File: src/hdl/byte_stuffed_frame_receiver_assert.svh
// assertion macros for the byte stuffed frame receiver
// no dependencies; included inside module bodies that check their own logic
`ifndef BYTE_STUFFED_FRAME_RECEIVER_ASSERT_SVH
`define BYTE_STUFFED_FRAME_RECEIVER_ASSERT_SVH

// same-cycle implication, disabled while in reset
`define BSFR_ASSERT_IMPLY(label, clk, rst, ante, cons) \
   label: assert property (@(posedge clk) disable iff (rst) (ante) |-> (cons)) \
      else $error("bsfr check failed");

// next-cycle implication, disabled while in reset
`define BSFR_ASSERT_NEXT(label, clk, rst, ante, cons) \
   label: assert property (@(posedge clk) disable iff (rst) (ante) |=> (cons)) \
      else $error("bsfr check failed");

`endif

File: src/hdl/bsfr_pkg.sv
// shared types and constants for the byte stuffed frame receiver
// no dependencies
`default_nettype none

package bsfr_pkg;

   localparam logic [7:0] ESC_BYTE   = 8'h7E;
   localparam logic [7:0] START_BYTE = 8'hA5;
   localparam logic [7:0] END_BYTE   = 8'hA6;

   localparam logic [7:0] CAPACITY_RESET = 8'd64;

   typedef enum logic [1:0] {
      EV_PAYLOAD = 2'd0,
      EV_VALID   = 2'd1,
      EV_INVALID = 2'd2
   } event_kind_type;

   typedef struct packed {
      event_kind_type kind;
      logic [7:0]     value;
      logic [7:0]     index;
   } result_type;

   typedef struct packed {
      logic       valid;
      logic [7:0] data;
   } stage_type;

endpackage

`default_nettype wire

File: src/hdl/bsfr_input_reg.sv
// input register stage: holds one received byte until the decoder takes it
// depends on bsfr_pkg
`default_nettype none

module bsfr_input_reg (
   input  wire logic              clock,
   input  wire logic              reset,
   input  wire logic              req_valid,
   output logic                   req_ready,
   input  wire logic [7:0]        req_byte_in,
   input  wire logic              advance,
   output bsfr_pkg::stage_type    stage
);
   import bsfr_pkg::*;

   logic       valid_ff, valid_in;
   logic [7:0] byte_ff;
   logic       req_fire;

   assign req_ready = !valid_ff || advance;
   assign req_fire  = req_valid && req_ready;
   assign valid_in  = req_fire || (valid_ff && !advance);

   always_ff @(posedge clock) begin
      if (reset) begin
         valid_ff <= 1'b0;
      end else begin
         valid_ff <= valid_in;
      end
   end

   always_ff @(posedge clock) begin
      if (req_fire) begin
         byte_ff <= req_byte_in;
      end
   end

   assign stage.valid = valid_ff;
   assign stage.data  = byte_ff;

endmodule

`default_nettype wire

File: src/hdl/bsfr_decoder.sv
// receive phase machine and write position counter, one byte per advance
// depends on bsfr_pkg and the assertion macro header
`default_nettype none

module bsfr_decoder (
   input  wire logic              clock,
   input  wire logic              reset,
   input  wire logic [7:0]        capacity,
   input  wire logic [7:0]        byte_in,
   input  wire logic              advance,
   output logic                   result_valid,
   output bsfr_pkg::result_type   result
);
   import bsfr_pkg::*;
   `include "byte_stuffed_frame_receiver_assert.svh"

   typedef enum logic [2:0] {
      PH_IDLE    = 3'd0,
      PH_SEARCH  = 3'd1,
      PH_START   = 3'd2,
      PH_ESCAPED = 3'd3,
      PH_DATA    = 3'd4,
      PH_END     = 3'd5
   } phase_type;

   phase_type  phase_ff, phase_in;
   logic [7:0] pos_ff, pos_in;
   logic       has_room;

   assign has_room = pos_ff < capacity;

   always_comb begin
      phase_in     = phase_ff;
      pos_in       = pos_ff;
      result_valid = 1'b0;
      result       = '0;
      case (phase_ff)
         PH_SEARCH: begin
            if (byte_in == START_BYTE) begin
               phase_in = PH_START;
               pos_in   = '0;
            end else if (byte_in == ESC_BYTE) begin
               phase_in = PH_SEARCH;
            end else begin
               phase_in = PH_IDLE;
            end
         end
         PH_START, PH_DATA: begin
            if (byte_in == ESC_BYTE) begin
               phase_in = PH_ESCAPED;
            end else begin
               phase_in = PH_DATA;
               if (has_room) begin
                  pos_in       = pos_ff + 8'd1;
                  result_valid = 1'b1;
                  result.kind  = EV_PAYLOAD;
                  result.value = byte_in;
                  result.index = pos_ff;
               end
            end
         end
         PH_ESCAPED: begin
            if (byte_in == START_BYTE) begin
               phase_in = PH_START;
               pos_in   = '0;
            end else if (byte_in == END_BYTE) begin
               phase_in     = PH_END;
               result_valid = 1'b1;
               result.kind  = EV_VALID;
               result.index = pos_ff;
            end else if (byte_in == ESC_BYTE) begin
               phase_in = PH_DATA;
               if (has_room) begin
                  pos_in       = pos_ff + 8'd1;
                  result_valid = 1'b1;
                  result.kind  = EV_PAYLOAD;
                  result.value = byte_in;
                  result.index = pos_ff;
               end
            end else begin
               phase_in     = PH_IDLE;
               result_valid = 1'b1;
               result.kind  = EV_INVALID;
               result.index = pos_ff;
            end
         end
         default: begin
            // idle and end behave alike
            phase_in = (byte_in == ESC_BYTE) ? PH_SEARCH : PH_IDLE;
         end
      endcase
   end

   always_ff @(posedge clock) begin
      if (reset) begin
         phase_ff <= PH_IDLE;
         pos_ff   <= '0;
      end else if (advance) begin
         phase_ff <= phase_in;
         pos_ff   <= pos_in;
      end
   end

   `BSFR_ASSERT_IMPLY(a_payload_in_range, clock, reset,
      result_valid && result.kind == EV_PAYLOAD, result.index < capacity)
   `BSFR_ASSERT_IMPLY(a_event_value_zero, clock, reset,
      result_valid && result.kind != EV_PAYLOAD, result.value == 8'd0)
   `BSFR_ASSERT_IMPLY(a_start_pos_clear, clock, reset,
      phase_ff == PH_START, pos_ff == 8'd0)
   `BSFR_ASSERT_NEXT(a_payload_counts, clock, reset,
      advance && result_valid && result.kind == EV_PAYLOAD,
      pos_ff == $past(pos_ff) + 8'd1)

endmodule

`default_nettype wire

File: src/hdl/bsfr_output_reg.sv
// result register: holds one result until the consumer takes it
// depends on bsfr_pkg
`default_nettype none

module bsfr_output_reg (
   input  wire logic              clock,
   input  wire logic              reset,
   input  wire logic              load,
   input  wire bsfr_pkg::result_type result,
   output logic                   slot_free,
   output logic                   rsp_valid,
   input  wire logic              rsp_ready,
   output logic [1:0]             rsp_event_kind,
   output logic [7:0]             rsp_byte_value,
   output logic [7:0]             rsp_byte_index
);
   import bsfr_pkg::*;

   logic       valid_ff, valid_in;
   result_type data_ff;

   assign slot_free = !valid_ff || rsp_ready;
   assign valid_in  = load || (valid_ff && !rsp_ready);

   always_ff @(posedge clock) begin
      if (reset) begin
         valid_ff <= 1'b0;
      end else begin
         valid_ff <= valid_in;
      end
   end

   always_ff @(posedge clock) begin
      if (load) begin
         data_ff <= result;
      end
   end

   assign rsp_valid      = valid_ff;
   assign rsp_event_kind = data_ff.kind;
   assign rsp_byte_value = data_ff.value;
   assign rsp_byte_index = data_ff.index;

endmodule

`default_nettype wire

File: src/hdl/byte_stuffed_frame_receiver.sv
// a request accepted into the input register passes through the decoder into the
// result register, where its result stays on rsp until the consumer takes it
// throughput: one request per cycle, set by the single pass through the phase machine,
// while the result slot is free; a request with no result simply leaves the pipe
// after the decoder step; reset (synchronous, active high) empties both stages,
// returns to idle phase, clears the write position and loads payload_capacity with 64
`default_nettype none

module byte_stuffed_frame_receiver (
   input  wire logic       clock,
   input  wire logic       reset,
   // received byte requests
   input  wire logic       req_valid,
   output logic            req_ready,
   input  wire logic [7:0] req_byte_in,
   // frame events and payload bytes
   output logic            rsp_valid,
   input  wire logic       rsp_ready,
   output logic [1:0]      rsp_event_kind,
   output logic [7:0]      rsp_byte_value,
   output logic [7:0]      rsp_byte_index,
   // capacity register write
   input  wire logic       csr_valid,
   output logic            csr_ready,
   input  wire logic [7:0] csr_payload_capacity
);
   import bsfr_pkg::*;

   logic       [7:0] capacity_ff;
   stage_type        stage;
   logic             slot_free;
   logic             advance;
   logic             result_valid;
   result_type       result;

   // capacity register, always writable
   assign csr_ready = 1'b1;

   always_ff @(posedge clock) begin
      if (reset) begin
         capacity_ff <= CAPACITY_RESET;
      end else if (csr_valid) begin
         capacity_ff <= csr_payload_capacity;
      end
   end

   // a held byte moves through the decoder only when the result slot can
   // take whatever it produces
   assign advance = stage.valid && slot_free;

   bsfr_input_reg u_input (
      .clock       (clock),
      .reset       (reset),
      .req_valid   (req_valid),
      .req_ready   (req_ready),
      .req_byte_in (req_byte_in),
      .advance     (advance),
      .stage       (stage)
   );

   // phase machine and write position, state commits on advance
   bsfr_decoder u_decoder (
      .clock        (clock),
      .reset        (reset),
      .capacity     (capacity_ff),
      .byte_in      (stage.data),
      .advance      (advance),
      .result_valid (result_valid),
      .result       (result)
   );

   // result register parts the consumer from the decoder
   bsfr_output_reg u_output (
      .clock          (clock),
      .reset          (reset),
      .load           (advance && result_valid),
      .result         (result),
      .slot_free      (slot_free),
      .rsp_valid      (rsp_valid),
      .rsp_ready      (rsp_ready),
      .rsp_event_kind (rsp_event_kind),
      .rsp_byte_value (rsp_byte_value),
      .rsp_byte_index (rsp_byte_index)
   );

endmodule

`default_nettype wire
File: config.mk
export PLATFORM = sky130hd
export DESIGN_NAME = byte_stuffed_frame_receiver
export DESIGN_NICKNAME = d
export VERILOG_FILES = /design/src/hdl/bsfr_pkg.sv /design/src/hdl/bsfr_input_reg.sv /design/src/hdl/bsfr_decoder.sv /design/src/hdl/bsfr_output_reg.sv /design/src/hdl/byte_stuffed_frame_receiver.sv
export VERILOG_INCLUDE_DIRS = /design/src /design/src/hdl
export SDC_FILE = /design/constraint.sdc
export NUM_CORES = 1
export LEC_CHECK = 0
export ABC_AREA = 1
export BUFFER_PORTS_ARGS = -buffer_cell sky130_fd_sc_hd__buf_2
export CORE_ASPECT_RATIO = 1.1
export CORE_MARGIN = 1.5
export CORE_UTILIZATION = 59
export CTS_CLUSTER_DIAMETER = 120
export DETAILED_ROUTE_END_ITERATION = 10
export PLACE_DENSITY = 0.95
export SLEW_MARGIN = 15
export SYNTH_ARGS = -nofsm -noshare
export SYNTH_HDL_FRONTEND = slang
export SYNTH_SLANG_ARGS = --single-unit
export TNS_END_PERCENT = 30
File: constraint.sdc
create_clock -name clock -period 3.5 [get_ports clock]
set_clock_uncertainty 0.2 [all_clocks]
set_input_delay 0.175 -clock clock [delete_from_list [all_inputs] [get_ports clock]]
set_output_delay 0.175 -clock clock [all_outputs]
set_load 0.05 [all_outputs]
* Yosys cells after proc, flatten, opt, wreduce, memory -nomap -nowiden
Cells that the tools add are included.
Storage, ports and cells: logic and storage cells 68, output and inout bits 21, register bits after elaboration 47
Cells by class: order comparisons 1, eq/ne operators 11, reductions and logical operators 16, add/subtract/negate cells 1, mux-type cells 30
Operators with widths (count):
- $mux 8 | 10
- $mux 18 | 2
- $pmux 18 s2 | 1
- $pmux 8 s3 | 1
- $eq 8x8->1 const B | 2
- $mux 16 | 1
- $mux 3 | 5
- $pmux 3 s3 | 1
- $add 8x1->8 const B | 1
- $eq 8x7->1 const B | 1
- $lt 8x8->1 | 1
- $eq 3x2->1 const B | 2
- $mux 1 | 6
- $reduce_and 6->1 | 1
- $logic_and 1x1->1 | 5
- $logic_not 1->1 | 4
- $logic_or 1x1->1 | 4
- $mux 2 | 2
- $eq 3x1->1 const B | 1
- $eq 3x3->1 const B | 1
- $ne 3x1->1 const B | 1
- $ne 3x2->1 const B | 1
- $reduce_bool 3->1 | 1
- $ne 2x1->1 const B | 1
- 3 further kinds | 3

* Logic depth before layout (Yosys ltp)
word-level depth 8, gate-level depth with buffers 12, gate-level depth less buffers 12

* Modules after synthesis
From an unflattened synthesis, not the netlist that was laid out.
Unflattened totals: cells, all modules 291, area, all modules 2423.6 um2
By module, submodules not included:
- bsfr_decoder | cells each 197, times used 1, area each 1179.9 um2
- bsfr_output_reg | cells each 23, times used 1, area each 583.1 um2
- byte_stuffed_frame_receiver | cells each 56, times used 1, area each 365.4 um2
- bsfr_input_reg | cells each 15, times used 1, area each 295.3 um2

* Worst setup path before layout
Ideal clock, no wire load.
path type flip-flop to flip-flop, from register capacity_ff[5], to register u_output.data_ff, in the netlist u_output.rsp_byte_index[0], enable pin, arrival 1.700 ns, path buffers 0, library setup time 0.373 ns, path slack 1.227 ns, required time 2.927 ns, stages on the path, launching flop included 12, cells stage by stage dfxtp_1 -> inv_1 -> ha_1 -> nand2_1 -> inv_1 -> o21bai_1 -> nand2_1 -> a21oi_4 -> inv_2 -> nand2_1 -> nand3_1 -> inv_1
On the way: longest elaborated chain between the ends 7, elaborated cells between the ends (all ways) 8, classes of those cells order compare (1); mux (6); reduce/logical (1)
Ends and longest elaborated chain:
- start: declaration | RTL line byte_stuffed_frame_receiver.sv:29 | logic [7:0] capacity_ff;
- start signal: assignment | RTL line byte_stuffed_frame_receiver.sv:43 | capacity_ff <= csr_payload_capacity;
- $lt 8x8->1 * | RTL line bsfr_decoder.sv:30 | assign has_room = pos_ff < capacity;
- $mux 1 * | RTL line bsfr_decoder.sv:53, bsfr_decoder.sv:73
- $mux 1 | RTL line bsfr_decoder.sv:71 | end else if (byte_in == ESC_BYTE) begin
- $mux 1 | RTL line bsfr_decoder.sv:66 | end else if (byte_in == END_BYTE) begin
- $mux 1 | RTL line bsfr_decoder.sv:63 | if (byte_in == START_BYTE) begin
- $pmux 1 s2 * | RTL line bsfr_decoder.sv:37 | case (phase_ff)
- $logic_and 1x1->1 * | RTL line byte_stuffed_frame_receiver.sv:76 | .load (advance && result_valid),
- named net u_output.load | RTL line bsfr_output_reg.sv:8 | input wire logic load,
- end signal: assignment | RTL line bsfr_output_reg.sv:35 | data_ff <= result;
- end: declaration | RTL line bsfr_output_reg.sv:20 | result_type data_ff;
The timed path passes the listed nets; every way through them passes the cells marked *. A chain may end at the register's enable or synchronous reset.

* Final worst setup path
from register capacity_ff[5], to register u_output.data_ff, in the netlist u_output.rsp_byte_index[1], enable pin
The elaborated chain is that of the path after synthesis.

==> results.ini <==
[timing]
rsz0062_at_grt=false
max_clock_freq_mhz=391
slew_headroom=0.573
holdWs_ns=0.134
finalSetupViolations=0
drv_slew=0
finalHoldViolCount=0
finalCritPeriodShare=0.731
setup_tns_ns=0
tightest_slew_ns=0.634
min_period_ns=2.56

[layout]
layout_common_cells=57 x nand2_1, 40 x buf_2, 33 x inv_1
multi_input_area_um2=926
syn2layout_area_growth_pct=24.9
fin_util=0.780
final_nets=353
final_common_cell=nand2_1
nFillCells=240
n_antenna_cell=0
layout-drive-gt1-share=0.247
seq_area_um2=1200

[clock_network]
clockRootBuffer=clkbuf_8
htree_levels=2
clock-sinks=47
clockBufferDepth=2
clk_latency_ns=0.31
clkTransAtPathRegs_ns=0.08
post_cts_resize_count=0
cts_tree=yes
cts-buffers-inserted=5

[setup_path]
cp.arrival_ns=2.30
cp-start-kind=flop
critical_path.reg2reg.startpoint=capacity_ff[5]
cp_data_required_time_ns=3.24
cp-end-kind=flop
crit_fanout=18
crit_type=reg2reg
cp-startpoint=capacity_ff[5]

[floorplan]
die-width_um=62.5
io_pins=42
core-area_um2=3680
start_util=0.624
die_area_um2=4280
fp.dieH_um=68.5
rows=23

[job]
drv_cap=0

[synthesis]
synth_cell_type_count=29
yosysSeqAreaShare=0.522
syn_avg_cell_area_um2=8.98
synthFlopType=edfxtp_1
synthArstFlopShare=0
synthCells=256
synth_edf_count=26
ys_warn_count=0
synth-seq-cells=47
syn-num-nets=286
synthesis.area_um2=2300

[drt]
wire_per_inst_um=13.0
drc=0
vias_per_cell=5.10
dr.pass1.iters=4
dr_total_vias=1907
ant_nets=0
wl_um=4880
drt-initial-drc-count=97

[hold_path]
hold_start=csr_valid
hold_class=in2reg

[global_routing]
antenna_found_initial=0
grt_pass1_wl_um=8190
gr-total-overflow=0
grt_usage=0.253
grt_pass1_vias=1810
grt_max_degree=19

[power]
clkPwrFrac=0.335
p_sw_frac=0.223
p_sw_uw=235
finalPower_uw=1050
p_int_uw=817
comb_power_share=0.092
p_leak_uw=0.00129
vdd_drop_max_mv=0.401
power.density_nw_per_um2=366
p_seq_frac=0.573

[placed_design]
dp_hpwl_um=3270
gp_congestion=0.949
io_buffers=40

[status]
outcome=finished, final reports clean

[flip-flops by register name, indices dropped and copies added (netlist names)]
register,count
capacity_ff,8
u_decoder.pos_ff,8
u_input.byte_ff,8
u_output.rsp_byte_index,8
u_output.rsp_byte_value,8
u_decoder.phase_ff,3
u_output.rsp_event_kind,2
u_input.valid_ff,1
u_output.rsp_valid,1
[logic make-up after synthesis]
| kind of cell | Yosys count | synth area share |
|---|---|---|
| and+or+nand+nor | 117 | 0.254 |
| DFF | 47 | 0.522 |
| buffers and inverters | 45 | 0.0751 |
| AOI/OAI and AO/OA | 37 | 0.0979 |
| adders and majority gates | 9 | 0.0490 |
| other | 1 | 0.00163 |
[metal layers]
layer / up-vias / GRT usage / share of wire
li1: 958 / - / -
met1: 861 / 0.287 / 0.41
met2: 73 / 0.450 / 0.49
met3: 15 / 0.0674 / 0.064
met4: 0 / 0.128 / 0.038
met5: - / 0 / 0
[synthesized netlist by cell type (all sizes together) (2+ instances only)]
cell type / n / area, um2
a21oi: 18 / 109
dfxtp: 21 / 420
edfxtp: 26 / 781
ha: 9 / 113
inv: 43 / 161
nand2: 62 / 260
nand3: 11 / 87.6
nand4: 2 / 12.5
nor2: 34 / 174
nor3: 8 / 50.1
o211ai: 3 / 22.5
o21ai: 15 / 86.3
[through the flow]
| stage | instance area, um2 | setup slack (ns) | cells |
|---|---|---|---|
| after floorplan | 2300 | 1.23 | 256 |
| after global placement | 2550 | 1.11 | 344 |
| after detailed placement | 2550 | 0.975 | 344 |
| after CTS | 2870 | 0.956 | 374 |
| after global routing | 2870 | 0.726 | 374 |
| final | 2870 | 0.941 | 374 |
[timing repair]
item                                   in CTS  in global routing
endpoints found under the hold margin      20                  0
hold buffers                               22                  0
setup buffers                               0                  0
[worst paths after layout]
kind / slack, ns / end / depth (start not counted)
max: 0.94 / u_output.rsp_byte_index[1] / 11
min: 0.13 / capacity_ff[1] / 3
max reg2reg: 0.94 / u_output.rsp_byte_index[1] / 11
min reg2reg: 0.28 / capacity_ff[3] / 2
[power groups by stage]
stage / logic, uW / registers, uW / clock network, uW
floorplan: 52.8 / 612 / 0
global placement: 70.5 / 614 / 0
detailed placement: 73.8 / 615 / 0
CTS: 93.3 / 603 / 354
global route: 108 / 605 / 380
finish: 96.6 / 603 / 352
[critical path: stages, from the launching register on]
cell	delay (ns)
dfxtp_1	0.32
inv_1	0.06
ha_1	0.32
nand2_1	0.07
inv_1	0.04
o21bai_1	0.11
nand2_1	0.09
a21oi_4	0.20
inv_2	0.11
nand2_1	0.10
nand3_1	0.11
inv_1	0.46
[layout make-up]
class,count,share of cell area
multi-input cells,164,0.322
inverters,43,0.0562
flip-flops and latches,47,0.418
clock buffers,8,0.0349
repair buffers,62,0.146
well taps,50,0.0218
Note: power is estimated with default switching activity, not from simulation.
